## src/hw/rtl/mct_pkg.sv

```systemverilog
// Types, constants and helper functions for the mouse click and cursor tracker.
// No dependencies; imported by mct_core and mouse_click_and_cursor_tracker.
`timescale 1ns / 1ps

package mct_pkg;

    // Configuration register indexes
    localparam logic [1:0] CFG_X_LOW   = 2'd0;
    localparam logic [1:0] CFG_X_LIMIT = 2'd1;
    localparam logic [1:0] CFG_Y_LOW   = 2'd2;
    localparam logic [1:0] CFG_Y_LIMIT = 2'd3;

    localparam logic [15:0] RST_X_LOW   = 16'h0000;
    localparam logic [15:0] RST_X_LIMIT = 16'h0100;
    localparam logic [15:0] RST_Y_LOW   = 16'h0000;
    localparam logic [15:0] RST_Y_LIMIT = 16'h00E0;

    localparam logic [7:0] RST_LAST_POS = 8'h80;

    // Button byte bits
    localparam logic [7:0] BTN_LEFT_HELD  = 8'h11;
    localparam logic [7:0] BTN_LEFT_EDGE  = 8'h22;
    localparam logic [7:0] BTN_RIGHT_HELD = 8'h02;
    localparam logic [7:0] BTN_RIGHT_EDGE = 8'h04;
    localparam logic [7:0] BTN_EDGE_MASK  = 8'h22;

    localparam logic [5:0] REPEAT_FRAMES = 6'd32;

    // Motion codes
    localparam logic [3:0] MOTION_MOVED = 4'h1;
    localparam logic [3:0] MOTION_STILL = 4'h4;

    typedef struct packed {
        logic       mouse_enabled;
        logic       mouse_present;
        logic       position_valid;
        logic [7:0] position_x;
        logic [7:0] position_y;
        logic       left_button;
        logic       right_button;
        logic [1:0] sensitivity;
    } t_sample;

    typedef struct packed {
        logic [15:0] x_low;
        logic [15:0] x_limit;
        logic [15:0] y_low;
        logic [15:0] y_limit;
    } t_bounds;

    typedef struct packed {
        logic [7:0]  move_x;
        logic [7:0]  move_y;
        logic [7:0]  button_bits;
        logic [1:0]  sensitivity_out;
        logic        mouse_seen;
        logic [15:0] pointer_x;
        logic [15:0] pointer_y;
        logic [3:0]  motion_code;
    } t_result;

    // Clamp a 9-bit signed delta to +/-127 and code it as sign-magnitude
    function automatic logic [7:0] code_disp(input logic signed [8:0] d);
        logic signed [8:0] c;
        logic [8:0]        m;
        c = d;
        if (d > 9'sd127) c = 9'sd127;
        if (d < -9'sd127) c = -9'sd127;
        if (c < 9'sd0) begin
            m = 9'(-c);
            return {1'b1, m[6:0]};
        end
        m = 9'(c);
        return {1'b0, m[6:0]};
    endfunction

    // Apply a sign-magnitude step; keep the old position if the new one is out of bounds
    function automatic logic [15:0] move_axis(input logic [15:0] pos, input logic [7:0] disp,
                                              input logic [15:0] lo, input logic [15:0] lim);
        logic [15:0] mag;
        logic [15:0] np;
        mag = {9'd0, disp[6:0]};
        np  = disp[7] ? (pos - mag) : (pos + mag);
        if (($signed(np) < $signed(lim)) && ($signed(np) >= $signed(lo)))
            return np;
        return pos;
    endfunction

endpackage

```

## src/hw/rtl/mct_core.sv

```systemverilog
// Per-frame tracker logic: displacement coding, button byte, repeat timer, cursor update.
// Holds the frame-to-frame state; depends on mct_pkg.
`timescale 1ns / 1ps

module mct_core (
    input  logic             i_clk,
    input  logic             i_rst_n,
    input  logic             i_fire,
    input  mct_pkg::t_sample i_sample,
    input  mct_pkg::t_bounds i_bounds,
    output mct_pkg::t_result o_result
);
    import mct_pkg::*;

    logic [7:0]  r_last_pos_x, n_last_pos_x;
    logic [7:0]  r_last_pos_y, n_last_pos_y;
    logic        r_last_left, n_last_left;
    logic        r_last_right, n_last_right;
    logic [7:0]  r_repeat_mask, n_repeat_mask;
    logic [5:0]  r_repeat_count, n_repeat_count;
    logic        r_seen, n_seen;
    logic [15:0] r_cur_x, n_cur_x;
    logic [15:0] r_cur_y, n_cur_y;
    logic [2:0]  r_last_motion, n_last_motion;

    logic              w_active;
    logic signed [8:0] w_dx, w_dy;
    logic [7:0]        w_mx, w_my, w_btn, w_matched;
    logic [5:0]        w_cnt_dec;
    logic [3:0]        w_moved, w_code;

    assign w_active = i_sample.mouse_enabled && i_sample.mouse_present;
    assign w_dx = 9'($signed({1'b0, i_sample.position_x}) - $signed({1'b0, r_last_pos_x}));
    assign w_dy = 9'($signed({1'b0, i_sample.position_y}) - $signed({1'b0, r_last_pos_y}));
    assign w_cnt_dec = r_repeat_count - 6'd1;

    always_comb begin
        n_last_pos_x   = r_last_pos_x;
        n_last_pos_y   = r_last_pos_y;
        n_last_left    = r_last_left;
        n_last_right   = r_last_right;
        n_repeat_mask  = r_repeat_mask;
        n_repeat_count = r_repeat_count;
        n_seen         = r_seen;
        w_mx           = 8'd0;
        w_my           = 8'd0;
        w_btn          = 8'd0;
        w_matched      = 8'd0;

        if (w_active) begin
            n_seen = 1'b1;
            if (i_sample.position_valid) begin
                w_mx         = code_disp(w_dx);
                w_my         = code_disp(w_dy);
                n_last_pos_x = i_sample.position_x;
                n_last_pos_y = i_sample.position_y;
            end

            if (i_sample.left_button) w_btn = w_btn | BTN_LEFT_HELD;
            if (i_sample.left_button && !r_last_left) w_btn = w_btn | BTN_LEFT_EDGE;
            if (i_sample.right_button) w_btn = w_btn | BTN_RIGHT_HELD;
            if (i_sample.right_button && !r_last_right) w_btn = w_btn | BTN_RIGHT_EDGE;
            n_last_left  = i_sample.left_button;
            n_last_right = i_sample.right_button;

            // Repeat timer: arm on a press edge, cancel on motion, fire after 32 still frames
            priority if (r_repeat_count == 6'd0) begin
                if ((w_btn & BTN_EDGE_MASK) != 8'd0) begin
                    n_repeat_mask  = w_btn & BTN_EDGE_MASK;
                    n_repeat_count = REPEAT_FRAMES;
                end
            end else if ((w_mx != 8'd0) || (w_my != 8'd0)) begin
                n_repeat_count = 6'd0;
                n_repeat_mask  = 8'd0;
            end else begin
                n_repeat_count = w_cnt_dec;
                w_matched      = w_btn & BTN_EDGE_MASK & r_repeat_mask;
                if ((w_cnt_dec == 6'd0) && (w_matched != 8'd0))
                    w_btn = w_btn | {w_matched[5:0], 2'b00};
            end
        end
    end

    assign n_cur_x = move_axis(r_cur_x, w_mx, i_bounds.x_low, i_bounds.x_limit);
    assign n_cur_y = move_axis(r_cur_y, w_my, i_bounds.y_low, i_bounds.y_limit);

    assign w_moved = ((w_mx[6:0] != 7'd0) || (w_my[6:0] != 7'd0)) ? MOTION_MOVED : MOTION_STILL;
    assign w_code  = {((w_moved[2:0] ^ r_last_motion) & w_moved[2:0]), 1'b0} | w_moved;
    assign n_last_motion = w_moved[2:0];

    always_ff @(posedge i_clk) begin
        if (!i_rst_n) begin
            r_last_pos_x   <= RST_LAST_POS;
            r_last_pos_y   <= RST_LAST_POS;
            r_last_left    <= 1'b0;
            r_last_right   <= 1'b0;
            r_repeat_mask  <= 8'd0;
            r_repeat_count <= 6'd0;
            r_seen         <= 1'b0;
            r_cur_x        <= 16'd0;
            r_cur_y        <= 16'd0;
            r_last_motion  <= 3'd0;
        end else if (i_fire) begin
            r_last_pos_x   <= n_last_pos_x;
            r_last_pos_y   <= n_last_pos_y;
            r_last_left    <= n_last_left;
            r_last_right   <= n_last_right;
            r_repeat_mask  <= n_repeat_mask;
            r_repeat_count <= n_repeat_count;
            r_seen         <= n_seen;
            r_cur_x        <= n_cur_x;
            r_cur_y        <= n_cur_y;
            r_last_motion  <= n_last_motion;
        end
    end

    assign o_result.move_x          = w_mx;
    assign o_result.move_y          = w_my;
    assign o_result.button_bits     = w_btn;
    assign o_result.sensitivity_out = w_active ? i_sample.sensitivity : 2'd0;
    assign o_result.mouse_seen      = n_seen;
    assign o_result.pointer_x       = n_cur_x;
    assign o_result.pointer_y       = n_cur_y;
    assign o_result.motion_code     = w_code;

endmodule

```

## src/hw/rtl/mouse_click_and_cursor_tracker.sv

```systemverilog
// Top level: stream ports, sample register, bounds registers, result register.
// Depends on mct_pkg and mct_core.
//
//   channel  | dir | payload
//   s_axis   | in  | 24-bit tdata: one frame sample
//   m_axis   | out | 64-bit tdata: displacement, buttons, sensitivity, seen flag, cursor, motion code
//   cfg      | in  | index 0..3 selects x_low, x_limit, y_low, y_limit; 16-bit data
//
// One sample per cycle sustained while the output is not stalled; an input transaction reaches
// the result through the sample register, then the result register behind the tracker logic.
// Reset is synchronous; it clears state, restores default bounds and empties both stages.
// A stalled result holds the stage; the sample register keeps accepting until it is full.
`timescale 1ns / 1ps

module mouse_click_and_cursor_tracker (
    input  logic        i_clk,
    input  logic        i_rst_n,
    // [0] mouse_enabled, [1] mouse_present, [2] position_valid, [10:3] position_x,
    // [18:11] position_y, [19] left_button, [20] right_button, [22:21] sensitivity
    input  logic [23:0] i_s_axis_tdata,
    input  logic        i_s_axis_tvalid,
    output logic        o_s_axis_tready,
    // [7:0] move_x, [15:8] move_y, [23:16] button_bits, [25:24] sensitivity_out,
    // [26] mouse_seen, [42:27] pointer_x, [58:43] pointer_y, [62:59] motion_code
    output logic [63:0] o_m_axis_tdata,
    output logic        o_m_axis_tvalid,
    input  logic        i_m_axis_tready,
    input  logic        i_cfg_wr_en,
    input  logic [1:0]  i_cfg_index,
    input  logic [15:0] i_cfg_wdata
);
    import mct_pkg::*;

    t_sample r_sample;
    logic    r_in_valid, n_in_valid;
    t_result r_result;
    logic    r_out_valid, n_out_valid;
    t_bounds r_bounds;
    t_result w_result;
    logic    w_adv, w_in_acc, w_fire;

    assign w_adv           = !r_out_valid || i_m_axis_tready;
    assign o_s_axis_tready = !r_in_valid || w_adv;
    assign w_in_acc        = i_s_axis_tvalid && o_s_axis_tready;
    assign w_fire          = r_in_valid && w_adv;

    assign n_in_valid  = w_in_acc ? 1'b1 : (w_fire ? 1'b0 : r_in_valid);
    assign n_out_valid = w_fire ? 1'b1 : (i_m_axis_tready ? 1'b0 : r_out_valid);

    always_ff @(posedge i_clk) begin
        if (!i_rst_n) begin
            r_in_valid  <= 1'b0;
            r_out_valid <= 1'b0;
        end else begin
            r_in_valid  <= n_in_valid;
            r_out_valid <= n_out_valid;
        end
    end

    always_ff @(posedge i_clk) begin
        if (w_in_acc) begin
            r_sample.mouse_enabled  <= i_s_axis_tdata[0];
            r_sample.mouse_present  <= i_s_axis_tdata[1];
            r_sample.position_valid <= i_s_axis_tdata[2];
            r_sample.position_x     <= i_s_axis_tdata[10:3];
            r_sample.position_y     <= i_s_axis_tdata[18:11];
            r_sample.left_button    <= i_s_axis_tdata[19];
            r_sample.right_button   <= i_s_axis_tdata[20];
            r_sample.sensitivity    <= i_s_axis_tdata[22:21];
        end
        if (w_fire) r_result <= w_result;
    end

    always_ff @(posedge i_clk) begin
        if (!i_rst_n) begin
            r_bounds.x_low   <= RST_X_LOW;
            r_bounds.x_limit <= RST_X_LIMIT;
            r_bounds.y_low   <= RST_Y_LOW;
            r_bounds.y_limit <= RST_Y_LIMIT;
        end else if (i_cfg_wr_en) begin
            unique case (i_cfg_index)
                CFG_X_LOW:   r_bounds.x_low   <= i_cfg_wdata;
                CFG_X_LIMIT: r_bounds.x_limit <= i_cfg_wdata;
                CFG_Y_LOW:   r_bounds.y_low   <= i_cfg_wdata;
                CFG_Y_LIMIT: r_bounds.y_limit <= i_cfg_wdata;
                default:     r_bounds         <= r_bounds;
            endcase
        end
    end

    mct_core u_core (
        .i_clk    (i_clk),
        .i_rst_n  (i_rst_n),
        .i_fire   (w_fire),
        .i_sample (r_sample),
        .i_bounds (r_bounds),
        .o_result (w_result)
    );

    assign o_m_axis_tvalid = r_out_valid;
    assign o_m_axis_tdata  = {1'b0,
                              r_result.motion_code,
                              r_result.pointer_y,
                              r_result.pointer_x,
                              r_result.mouse_seen,
                              r_result.sensitivity_out,
                              r_result.button_bits,
                              r_result.move_y,
                              r_result.move_x};

endmodule
```

## config.mk

```make
export PLATFORM = sky130hd
export DESIGN_NAME = mouse_click_and_cursor_tracker
export DESIGN_NICKNAME = d
export VERILOG_FILES = /design/src/hw/rtl/mct_pkg.sv /design/src/hw/rtl/mct_core.sv /design/src/hw/rtl/mouse_click_and_cursor_tracker.sv
export SDC_FILE = /design/constraint.sdc
export NUM_CORES = 1
export LEC_CHECK = 0
export BUFFER_PORTS_ARGS = -buffer_cell sky130_fd_sc_hd__buf_4
export CAP_MARGIN = 25
export CORE_ASPECT_RATIO = 0.8
export CORE_MARGIN = 2
export CORE_UTILIZATION = 35
export DETAILED_ROUTE_END_ITERATION = 8
export GPL_ROUTABILITY_DRIVEN = 0
export PLACE_DENSITY = 0.52
export SETUP_SLACK_MARGIN = 0.15
export SYNTH_ARGS = -nofsm -noshare
export SYNTH_HDL_FRONTEND = slang
export SYNTH_SLANG_ARGS = --single-unit
```

## constraint.sdc

```tcl
create_clock -name i_clk -period 9.3 [get_ports i_clk]
set_clock_uncertainty 0.15 [all_clocks]
set_input_delay 0.93 -clock i_clk [delete_from_list [all_inputs] [get_ports i_clk]]
set_output_delay 0.93 -clock i_clk [all_outputs]
set_load 0.005 [all_outputs]
```

# --- Word-level counts from Yosys, hierarchy flattened ---
# Cells that the tools add are included.
totals:
  ff_bits: 220
  out_inout_bits: 66
  input_bits: 47
op_classes:
  n_bitwise: 5
  n_addsub: 9
  n_mux: 52
  n_reduce_logical: 36
  n_eq_ne: 4
  magnitude_cmp: 10
ops:
  columns: ["operator", "n"]
  rows:
  - ["8-bit 2-to-1 mux", 17]
  - ["16-bit 2-to-1 mux", 6]
  - ["9-bit 2-to-1 mux", 8]
  - ["16-bit by 7-bit adder with 16-bit output", 2]
  - ["16-bit greater-or-equal comparator", 2]
  - ["16-bit less-than comparator", 2]
  - ["8-bit nonzero test", 4]
  - ["16-bit by 7-bit subtractor with 16-bit output", 2]
  - ["6-bit 2-to-1 mux", 4]
  - ["9-bit by 8-bit > comparator with 1-bit output, second input constant", 2]
  - ["9-bit by 1-bit less-than comparator with 1-bit output, second input constant", 2]
  - ["9-bit by 8-bit less-than comparator with 1-bit output, second input constant", 2]
  - ["8-bit by 8-bit subtractor with 9-bit output", 2]
  - ["7-bit negation", 2]
  - ["7-bit nonzero test", 2]
  - ["1-bit 2-to-1 mux", 13]
  - ["6-bit zero test", 2]
  - ["2-bit AND reduction", 5]
  - ["6-bit by 8-bit AND with 8-bit output", 1]
  - ["1-bit logical AND", 8]
  - ["8-bit OR", 1]
  - ["3-bit 2-to-1 mux", 2]
  - ["3-bit AND reduction", 2]
  - ["2-bit nonzero test", 3]
  - ["other kinds (13)", 20]

# --- Logic depth before layout (Yosys ltp) ---
# Gate-level depths: netlist of the first run.
logic_depth:
  ltp_word: 20
  depth_mapped: 41
  mapped_depth_nobuf: 39

# --- Cells and area by module ---
# From an unflattened synthesis of the first run, not the netlist that was laid out.
unflattened:
  cells_unflattened: 1413
  area_unflattened_um2: 13057.5
modules_own_cells:
  columns: ["mod", "area_per_inst_um2", "seq_area_each_um2", "n_inst", "cells_each"]
  rows:
  - ["mct_core", 7915.1, 1221.2, 1, 1080]
  - ["mouse_click_and_cursor_tracker", 5142.4, 3903.7, 1, 333]

# --- Worst setup path after synthesis of the first run ---
# OpenSTA, ideal clock, no wires.
synth_path:
  path_type: "reg2reg"
  from: "register r_sample[4] (netlist bit)"
  to: "register u_core.r_cur_y[15]"
  t_arrival_ps: 8282
  path_stages_with_launch: 40
  setup_ps: 82
  slack_ps: 785
  path_cell_list: "edfxtp_1 inv_1 ha_1 fa_1 nand2b_1 a21oi_1 xnor2_1 o2111a_1 a211oi_1 nand2_1 a21boi_0 ha_1 nor3_1 and4_1 a211o_1 and3_1 a221o_1 a221o_1 [... 4 more ...] o31ai_1 o21a_1 nor2_1 a211oi_1 inv_1 a21oi_1 o21ai_0 o31a_1 ha_1 nand4_1 nor4_1 o41ai_1 o211ai_1 and3_1 clkbuf_1 nand2_1 or4_1 o2111ai_1"
synth_via:
  elab_chain_cells: 20
synth_rtl:
  columns: ["item", "line", "rtl"]
  rows:
  - ["start, declared", "mouse_click_and_cursor_tracker.sv:34", "t_sample r_sample;"]
  - ["8-bit by 8-bit subtractor with 9-bit output *", "mct_core.sv:34", "assign w_dy = 9'($signed({1'b0, i_sample.position_y}) - $signed({1'b0, r_last_pos_y}));"]
  - ["9-bit by 8-bit > comparator with 1-bit output", "mct_pkg.sv:67", "if (d > 9'sd127) c = 9'sd127;"]
  - ["9-bit 2-to-1 mux", "mct_pkg.sv:67", null]
  - ["9-bit 2-to-1 mux *", "mct_pkg.sv:68", "if (d < -9'sd127) c = -9'sd127;"]
  - ["9-bit 2-to-1 mux *", "mct_core.sv:52", "if (i_sample.position_valid) begin"]
  - ["9-bit 2-to-1 mux *", "mct_core.sv:50", "if (w_active) begin"]
  - ["9-bit by 1-bit less-than comparator with 1-bit output", "mct_pkg.sv:69", "if (c < 9'sd0) begin"]
  - ["1-bit 2-to-1 mux", "mct_pkg.sv:69", null]
  - ["[... 3 more ...]", null, null]
  - ["8-bit 2-to-1 mux *", "mct_core.sv:52", null]
  - ["8-bit 2-to-1 mux * (2 in a row)", "mct_core.sv:50", null]
  - ["16-bit by 7-bit adder with 16-bit output or 16-bit by 7-bit subtractor with 16-bit output (tied branches)", "mct_pkg.sv:83", "np = disp[7] ? (pos - mag) : (pos + mag);"]
  - ["16-bit 2-to-1 mux *", "mct_pkg.sv:83", null]
  - ["16-bit less-than comparator or 16-bit greater-or-equal comparator (tied branches)", "mct_pkg.sv:84", "if (($signed(np) < $signed(lim)) && ($signed(np) >= $signed(lo)))"]
  - ["1-bit logical AND", "mct_pkg.sv:84", null]
  - ["1-bit 2-to-1 mux", "mct_pkg.sv:84", null]
  - ["16-bit 2-to-1 mux *", "mct_pkg.sv:86", "return pos;"]
  - ["end signal, assigned", "mct_core.sv:112", "r_cur_y <= n_cur_y;"]
  - ["end, declared", "mct_core.sv:23", "logic [15:0] r_cur_y, n_cur_y;"]
# Every way passes the cells marked *; elsewhere a longest branch is shown, timed or not. The select of a mux whose other input is x is not followed.
# A chain may end at the register's enable or synchronous reset.

# --- Worst setup path in the final report of the first run ---
# Ends and elaborated chain as after synthesis.

==> results of run 1 <==
cells in the mapped netlist (all sizes together) (4+ instances only):
master,instances
nand2,254
a21oi,141
dfxtp,127
ha,119
inv,119
nor2,94
edfxtp,84
o21ai,52
clkbuf,45
xnor2,35
nor3,32
mux2,26
o21a,24
nand3,23
a211oi,17
o211ai,17
and3,16
nand2b,16
a21o,15
nor2b,14
xor2,14
a31oi,12
nand4,12
or2,12
and2,10
buf,10
o2111ai,9
nor4,8
o31ai,7
o31a,6
a2111oi,5
a21boi,5
mux2i,5
or3,5
a211o,4
a221o,4
a31o,4
fa,4
nand3b,4
o221ai,4
sequential cells by signal (all words and copies together) (netlist names):
name                   count
r_sample                  23
u_core.r_last_left         1
u_core.r_last_pos_x        8
u_core.r_repeat_mask       2
u_core.r_repeat_count      6
u_core.r_last_right        1
o_m_axis_tvalid            1
u_core.r_seen              1
r_bounds                  64
u_core.r_last_motion       2
u_core.r_cur_x            16
u_core.r_cur_y            16
u_core.r_last_pos_y        8
r_in_valid                 1
o_m_axis_tdata            61
final timing paths:
| path | from | to | cells past startpoint |
|---|---|---|---|
| worst max register to register | r_sample[4] | u_core.r_cur_y[15] | 42 |
| worst min-delay path | r_bounds[38] | r_bounds[38] | 2 |
| worst max-delay path | r_sample[4] | u_core.r_cur_y[15] | 42 |
| worst min register to register | r_bounds[38] | r_bounds[38] | 2 |
timing repair:
action / CTS / global route
gates resized for setup: 1 / 40
endpoints found under the setup margin: 4 / 64
setup buffers: 0 / 7
pin swaps: 0 / 9
metrics by stage:
step	utilization [%]	setup slack, ns	area [µm²]
after global placement	39.4	0.272	14100
after floorplan	-	0.785	12800
after global routing	42.7	-0.0191	15300
after detailed placement	39.5	0.165	14200
after CTS	42.0	0.165	15100
final	42.7	0.554	15300
kinds of logic after synthesis:
kind of cell / share of synthesized area, %
AO/OA/AOI/OAI: 17.8
XOR/XNOR: 3.36
adder cells (fa/ha/maj): 12.3
buffers and inverters: 5.48
flip-flops: 39.7
multiplexers: 2.69
other: 0.0294
AND/OR/NAND/NOR: 18.6
critical path: cells and delay by family (launching register included):
family,cells,cell delay (ns)
adders and majority gates,5,1.51
DFF,1,0.34
buffers and inverters,6,0.93
and+or+nand+nor,13,2.00
AOI/OAI and AO/OA,17,3.60
xor gates and xnor gates,1,0.13
where the power goes:
part	leakage [nW]	switching, mW	total [mW]	internal [mW]
Clock	0.432	0.410	1.07	0.662
Sequential	1.83	0.0498	1.13	1.08
Combinational	3.72	0.796	1.44	0.647
per-layer routing:
| metal | share of wire [%] | up-vias | wire length, µm |
|---|---|---|---|
| met5 | 0 | - | 0 |
| met2 | 44 | 229 | 15300 |
| li1 | - | 5371 | - |
| met4 | 1.7 | 0 | 594 |
| met3 | 4.9 | 41 | 1730 |
| met1 | 50 | 5008 | 17400 |
cell type report:
class | count | area [µm²] | share of cell area (%)
inverter | 121 | 457 | 2.98
timing repair buffer | 146 | 1100 | 7.20
clock buffer | 27 | 633 | 4.13
tap | 480 | 601 | 3.92
multi-input combinational | 1070 | 7210 | 47.0
sequential | 211 | 5060 | 33.0
clock inverter | 19 | 263 | 1.71
==> impl_metrics.py, run 1 <==
metrics = {
    "timing": {
        "rsz0062_at_grt": "true",
        "setup_tns_ns": 0,
        "max_freq_ghz": 0.114,
        "period_minus_slack_ns": 8.75,
        "hold_slack_ns": 0.306,
        "slew_violations": 0,
        "slew_headroom_pct": 30.2,
        "worstMarginPinSlew_ns": 1.05,
        "fin_crit_sh_pct": 94.0,
        "hold_viol": 0,
        "finalSetupViolCount": 0,
    },
    "final_layout": {
        "area_delta_synth_final_pct": 20.1,
        "nets": 1745,
        "final_common_cell": "nand2_1",
        "drive_gt1_share_pct": 17.6,
        "diodes": 0,
        "fillers": 3588,
        "final_cell_mix": "nand2_1 (253), buf_4 (144), a21oi_1 (136)",
        "finalNonFillerCells": 2074,
    },
    "critical_path": {
        "rrSetupSlack_ns": 0.55,
        "path_class": "reg2reg",
        "cp_slowest_cell": "fa_2",
        "endpoint_kind": "flip-flop",
        "slowest_delay_ns": 0.43,
        "critPathMostFrequentCell": "buf_4",
        "required_ns": 9.61,
        "startpoint_type": "flip-flop",
        "cp_max_fo": 6,
        "crit_arrival_ns": 9.06,
    },
    "clock_network": {
        "cts_tree": "yes",
        "postCtsHoldBufs": 0,
        "cts_buffer_depth": 3,
        "cts_buffers": 25,
        "clock-sinks": 211,
        "path_clk_slew_ns": 0.06,
        "worstSkewPairLatency_ns": 0.54,
        "root_buffer": "clkbuf_16",
        "cts_max_level": 1,
    },
    "floorplanning": {
        "rows": 62,
        "io_pins": 113,
        "design.die.area_um2": 38000,
        "start_util_pct": 35.5,
        "core_area_um2": 35900,
        "die_w_um": 217,
        "die_y_um": 175,
    },
    "drt": {
        "ant_nets": 0,
        "drcViolationCount": 0,
        "drt-pass1-iter-count": 6,
        "vias": 10649,
        "drt_first_iter_violations": 635,
        "via_per_inst": 5.13,
        "wl_per_cell_um": 16.9,
        "routed_wl_um": 35000,
    },
    "grt": {
        "met2_usage_pct": 27.1,
        "busiest_layer": "met2",
        "grt_use_met3_pct": 2.80,
        "grt_usage_pct": 17.8,
        "antenna_found_initial": 0,
        "grt_max_degree": 89,
        "grtUsageMet1_pct": 26.8,
        "grt_first_pass_wirelength_um": 54100,
        "globalRouteOverflowTotal": 0,
        "grt_pass1_vias": 9762,
    },
    "logic_synthesis": {
        "netlist_top_cells_area": "dfxtp_1 (20%), edfxtp_1 (20%), ha_1 (12%), nand2_1 (7.4%), a21oi_1 (5.5%)",
        "avgSynthCellArea_um2": 8.76,
        "yosysTopAreaCell": "dfxtp_1",
        "ys.flop_type": "dfxtp_1",
        "synth_edf_count": 84,
        "yosysSeqAreaShare_pct": 39.7,
        "yosys_warnings": 0,
        "postSynthCellCount": 1456,
        "synth-seq-cells": 211,
        "synth_top_cell_area_share_pct": 19.9,
        "synth-async-reset-ratio_pct": 0,
        "yosys.cell_types.count": 87,
        "synth_area_um2": 12800,
    },
    "place": {
        "dp_hpwl_um": 25700,
        "dpl.cell_count": 2021,
        "portBuffers": 109,
    },
    "job": {
        "cap_viol_max_count": 0,
    },
    "power_and_ir_drop": {
        "finalPower_mw": 3.65,
        "p_leak_nw": 5.98,
        "power_density_nw_per_um2": 238,
        "irDropWorstVdd_mv": 0.136,
    },
    "run_status": {
        "outcome": "complete, no violations",
    },
    "min_path": {
        "hp-class": "reg2reg",
    },
}
Power figures use the tool's default switching activity.
==> inputs of run 2 (changes only) <==
--- a/config.mk
+++ b/config.mk
@@ -5,14 +5,14 @@
 export SDC_FILE = /design/constraint.sdc
 export NUM_CORES = 1
 export LEC_CHECK = 0
-export BUFFER_PORTS_ARGS = -buffer_cell sky130_fd_sc_hd__buf_4
 export CAP_MARGIN = 25
 export CORE_ASPECT_RATIO = 0.8
 export CORE_MARGIN = 2
-export CORE_UTILIZATION = 35
+export CORE_UTILIZATION = 50
 export DETAILED_ROUTE_END_ITERATION = 8
+export DONT_BUFFER_PORTS = 1
 export GPL_ROUTABILITY_DRIVEN = 0
-export PLACE_DENSITY = 0.52
+export PLACE_DENSITY = 0.65
 export SETUP_SLACK_MARGIN = 0.15
 export SYNTH_ARGS = -nofsm -noshare
 export SYNTH_HDL_FRONTEND = slang
==> impl_metrics.py, run 2 (synthesis results as in run 1) <==
metrics = {
    "drt": {
        "drt-pass1-iter-count": 5,
        "wl_per_cell_um": 17.7,
        "drt_first_iter_violations": 811,
        "vias": 10234,
        "via_per_inst": 5.69,
        "ant_nets": 0,
        "drcViolationCount": 0,
        "routed_wl_um": 31800,
    },
    "timing": {
        "rsz0062_at_grt": "true",
        "hold_viol": 0,
        "slew_headroom_pct": 28.3,
        "hold_slack_ns": 0.302,
        "max_freq_ghz": 0.114,
        "period_minus_slack_ns": 8.81,
        "finalSetupViolCount": 0,
        "worstMarginPinSlew_ns": 1.07,
        "slew_violations": 0,
        "fin_crit_sh_pct": 94.7,
        "setup_tns_ns": 0,
    },
    "run_status": {
        "outcome": "complete, no violations",
    },
    "critical_path": {
        "cp_top_family": "compound AO/OA/AOI/OAI gates",
        "cp_max_fo": 8,
        "path_class": "reg2reg",
        "endpoint_kind": "flip-flop",
        "required_ns": 9.56,
        "crit_arrival_ns": 9.07,
        "cp_slowest_cell": "fa_1",
        "slowest_delay_ns": 0.48,
        "startpoint_type": "flip-flop",
        "path_buf_inv": 4,
    },
    "place": {
        "dp_hpwl_um": 23300,
        "portBuffers": 0,
        "placed_area_um2": 13200,
    },
    "final_layout": {
        "final_common_cell": "nand2_1",
        "fin_util_pct": 56.4,
        "largest_register_ffs": 64,
        "largest_register": "r_bounds",
        "final_cell_mix": "nand2_1 (253), a21oi_1 (140), dfxtp_1 (127)",
        "drive_gt1_share_pct": 9.96,
        "diodes": 0,
        "area_delta_synth_final_pct": 11.3,
        "nets": 1630,
        "final_area_um2": 14200,
    },
    "grt": {
        "globalRouteOverflowTotal": 0,
        "grt_max_degree": 70,
        "antenna_found_initial": 0,
        "grt_first_pass_wirelength_um": 49300,
        "grt_pass1_vias": 9230,
        "grt_usage_pct": 22.8,
    },
    "power_and_ir_drop": {
        "p_int_mw": 2.37,
        "irDropWorstVdd_mv": 0.140,
        "swShare_pct": 33.9,
        "p_leak_nw": 5.43,
        "power_density_nw_per_um2": 252,
        "pwr-share-seq_pct": 31.7,
        "combPwrFrac_pct": 38.8,
        "netSwitchingPower_mw": 1.22,
        "clockPowerShare_pct": 29.5,
        "finalPower_mw": 3.58,
    },
    "min_path": {
        "hp-class": "reg2reg",
    },
    "floorplanning": {
        "die_w_um": 183,
        "design.die.area_um2": 26800,
        "io_pins": 113,
        "core_area_um2": 25200,
        "die_y_um": 147,
        "rows": 52,
        "start_util_pct": 50.7,
    },
    "clock_network": {
        "root_buffer": "clkbuf_16",
        "path_clk_slew_ns": 0.06,
        "cts_buffers": 23,
        "cts_tree": "yes",
        "clock-sinks": 211,
        "cts_buffer_depth": 3,
        "cts_max_level": 1,
        "worstSkewPairLatency_ns": 0.52,
    },
    "job": {
        "cap_viol_max_count": 0,
    },
}
==> run 2: changes by cell type in the layout (fill, tap and decap cells not counted), moves of 4 or more <==
cell / change
a21oi_1: +4
buf_4: -115
clkinv_1: -4
a21oi_2: -4
==> run 2: per-stage QoR <==
stage	std cells	worst slack, ns
6_report	1800	0.491
5_1_grt	1800	0.0583
4_1_cts	1797	0.165
3_5_place_dp	1756	0.224
3_3_place_gp	1753	0.278
2_1_floorplan	1457	0.785
==> run 2: repair_timing <==
item	4_1_cts	5_1_grt
buffers inserted	0	3
hold buffers	0	0
gates resized for setup	1	19
endpoints found under the hold margin	0	0
pin swaps	0	5
setup endpoints to repair	1	64
==> run 2: layer usage <==
metal / GRT usage (%) / wire [µm] / up-vias
li1: - / - / 5148
met1: 33.5 / 15500 / 4733
met2: 34.6 / 13500 / 313
met3: 4.24 / 2050 / 40
met4: 5.69 / 730 / 0
met5: 0 / 0 / -
==> run 2: path summary, 6_finish.rpt <==
kind	startpoint	end	slack (ns)	cells after the start
worst min register to register	r_bounds[21]	r_bounds[21]	0.30	2
worst min-delay path	r_bounds[21]	r_bounds[21]	0.30	2
worst max register to register	r_sample[12]	u_core.r_cur_x[14]	0.49	36
worst max-delay path	r_sample[12]	u_core.r_cur_x[14]	0.49	36
==> run 2: tightest hold or removal path, cell delays in order, from the launching register on <==
cell,delay (ns)
dfxtp_1,0.30
nand2_1,0.05
a21oi_1,0.05
==> run 2: area by class of cell <==
class | instances | area (µm²)
inverter | 121 | 457
sequential | 211 | 5060
fill | 2234 | 11000
clock buffer | 29 | 629
clock inverter | 12 | 244
timing repair buffer | 33 | 288
tap | 324 | 405
multi-input combinational | 1070 | 7110
==> run 2: power groups by stage <==
| stage | clock network, mW | registers [mW] | logic, mW |
|---|---|---|---|
| floorplan | 0 | 1.14 | 0.988 |
| global placement | 0 | 1.16 | 1.32 |
| detailed placement | 0 | 1.16 | 1.34 |
| CTS | 1.08 | 1.14 | 1.36 |
| global route | 1.11 | 1.15 | 1.55 |
| finish | 1.06 | 1.14 | 1.39 |
==> inputs of run 3 (changes only) <==
--- a/config.mk
+++ b/config.mk
@@ -8,11 +8,11 @@
 export CAP_MARGIN = 25
 export CORE_ASPECT_RATIO = 0.8
 export CORE_MARGIN = 2
-export CORE_UTILIZATION = 50
+export CORE_UTILIZATION = 38
 export DETAILED_ROUTE_END_ITERATION = 8
 export DONT_BUFFER_PORTS = 1
 export GPL_ROUTABILITY_DRIVEN = 0
-export PLACE_DENSITY = 0.65
+export PLACE_DENSITY = 0.52
 export SETUP_SLACK_MARGIN = 0.15
 export SYNTH_ARGS = -nofsm -noshare
 export SYNTH_HDL_FRONTEND = slang
==> impl_metrics.py, run 3 (synthesis results as in run 1) <==
metrics = {
    "run_status": {
        "outcome": "complete, no violations",
    },
    "timing": {
        "fin_crit_sh_pct": 92.6,
        "worstMarginPinSlew_ns": 1.03,
        "rsz0062_at_grt": "false",
        "hold_viol": 0,
        "slew_headroom_pct": 31.4,
        "period_minus_slack_ns": 8.61,
        "setup_tns_ns": 0,
        "max_freq_ghz": 0.116,
        "finalSetupViolCount": 0,
        "slew_violations": 0,
    },
    "clock_network": {
        "cts_tree": "yes",
        "clock-sinks": 211,
        "cts_max_level": 1,
        "cts_buffers": 25,
        "worstSkewPairLatency_ns": 0.54,
        "root_buffer": "clkbuf_16",
        "cts_buffer_depth": 3,
        "path_clk_slew_ns": 0.06,
    },
    "final_layout": {
        "finalNonFillerCells": 1918,
        "largest_register_ffs": 64,
        "diodes": 0,
        "area_delta_synth_final_pct": 11.9,
        "final_cell_mix": "nand2_1 (253), a21oi_1 (137), dfxtp_1 (127)",
        "final_common_cell": "nand2_1",
        "fillers": 3285,
        "largest_register": "r_bounds",
        "nets": 1643,
        "drive_gt1_share_pct": 11.1,
    },
    "critical_path": {
        "cp_slowest_cell": "o41a_1",
        "crit_arrival_ns": 8.72,
        "required_ns": 9.41,
        "path_class": "reg2reg",
        "cp_max_fo": 6,
        "startpoint_type": "flip-flop",
        "path_buf_inv": 5,
        "cp_top_family": "compound AO/OA/AOI/OAI gates",
        "slowest_delay_ns": 0.45,
        "endpoint_kind": "flip-flop",
    },
    "drt": {
        "ant_nets": 0,
        "wl_per_cell_um": 18.1,
        "drt-pass1-iter-count": 5,
        "drt_first_iter_violations": 592,
        "drcViolationCount": 0,
        "routed_wl_um": 34800,
        "vias": 10305,
        "via_per_inst": 5.37,
    },
    "grt": {
        "met2_usage_pct": 30.7,
        "grt_max_degree": 88,
        "grtUsageMet1_pct": 27.7,
        "busiest_layer": "met2",
        "antenna_found_initial": 0,
        "grt_usage_pct": 19.6,
        "globalRouteOverflowTotal": 0,
        "grt_first_pass_wirelength_um": 54700,
        "grt_pass1_vias": 9865,
        "grt_use_met3_pct": 4.20,
    },
    "power_and_ir_drop": {
        "power_density_nw_per_um2": 247,
        "irDropWorstVdd_mv": 0.103,
        "finalPower_mw": 3.53,
        "p_leak_nw": 5.42,
    },
    "floorplanning": {
        "rows": 59,
        "die_y_um": 168,
        "die_w_um": 209,
        "design.die.area_um2": 35100,
        "start_util_pct": 38.9,
        "core_area_um2": 32800,
        "io_pins": 113,
    },
    "place": {
        "dp_hpwl_um": 25700,
        "portBuffers": 0,
        "dpl.cell_count": 1869,
    },
    "job": {
        "cap_viol_max_count": 0,
    },
    "min_path": {
        "hp-class": "reg2reg",
    },
}
[run 3: cell count changes in the layout (fill, tap and decap cells not counted), moves of 2 or more]
cell	change
a211oi_2	+2
clkbuf_8	+3
a21oi_2	+3
buf_4	+15
buf_6	-2
bufinv_16	-6
clkinv_2	+3
a211oi_4	-2
a21oi_1	-3
[run 3: routing by layer]
metal	vias up	wire length (µm)	share of wire, %
li1	5168	-	-
met1	4876	17000	49
met2	222	15100	44
met3	39	1980	5.7
met4	0	692	2.0
met5	-	0	0
[run 3: worst reg2reg max path, delay by kind of cell, from the launching register on]
family	cells	cell delay [ns]
simple gates	4	0.88
flops	1	0.38
xor+xnor	3	0.52
compound gates	17	4.02
mux	1	0.38
buf+inv	5	0.58
fa+ha+maj	5	1.40
[run 3: layout make-up]
cell class              count  area (µm²)  area share (%)
clock buffers              34         699            4.90
well taps                 427         534            3.74
inverters                 121         457            3.20
repair buffers             44         330            2.31
flip-flops and latches    211        5060            35.5
clock inverters            11        87.6           0.613
multi-input cells        1070        7110            49.8
[run 3: power by group]
group | internal (mW) | leakage (nW) | total [mW] | switching, mW
combinational | 0.632 | 3.20 | 1.44 | 0.804
sequential | 1.08 | 1.83 | 1.14 | 0.0554
clock | 0.553 | 0.383 | 0.957 | 0.404
[run 3: repair_timing]
action,CTS,global route
gates resized for setup,0,23
endpoints found under the setup margin,0,64
hold buffers,0,0
buffers inserted,0,4
[run 3: path summary, 6_finish.rpt]
path	startpoint	cells after the start	slack (ns)	end
worst max register to register	r_sample[12]	35	0.69	o_m_axis_tdata[30]
worst min-delay path	r_bounds[47]	2	0.30	r_bounds[47]
worst max-delay path	r_sample[12]	35	0.69	o_m_axis_tdata[30]
worst min register to register	r_bounds[47]	2	0.30	r_bounds[47]
[run 3: per-stage QoR]
step | hold WS, ns | worst slack [ns] | area [µm²] | utilization (%)
finish | 0.304 | 0.692 | 14300 | 43.6
global route | 0.307 | 0.117 | 14300 | 43.6
CTS | 0.306 | 0.229 | 14100 | 43.1
detailed placement | 0.298 | 0.274 | 13400 | 40.7
global placement | 0.292 | 0.288 | 13400 | 40.7
floorplan | 0.281 | 0.785 | 12800 | -
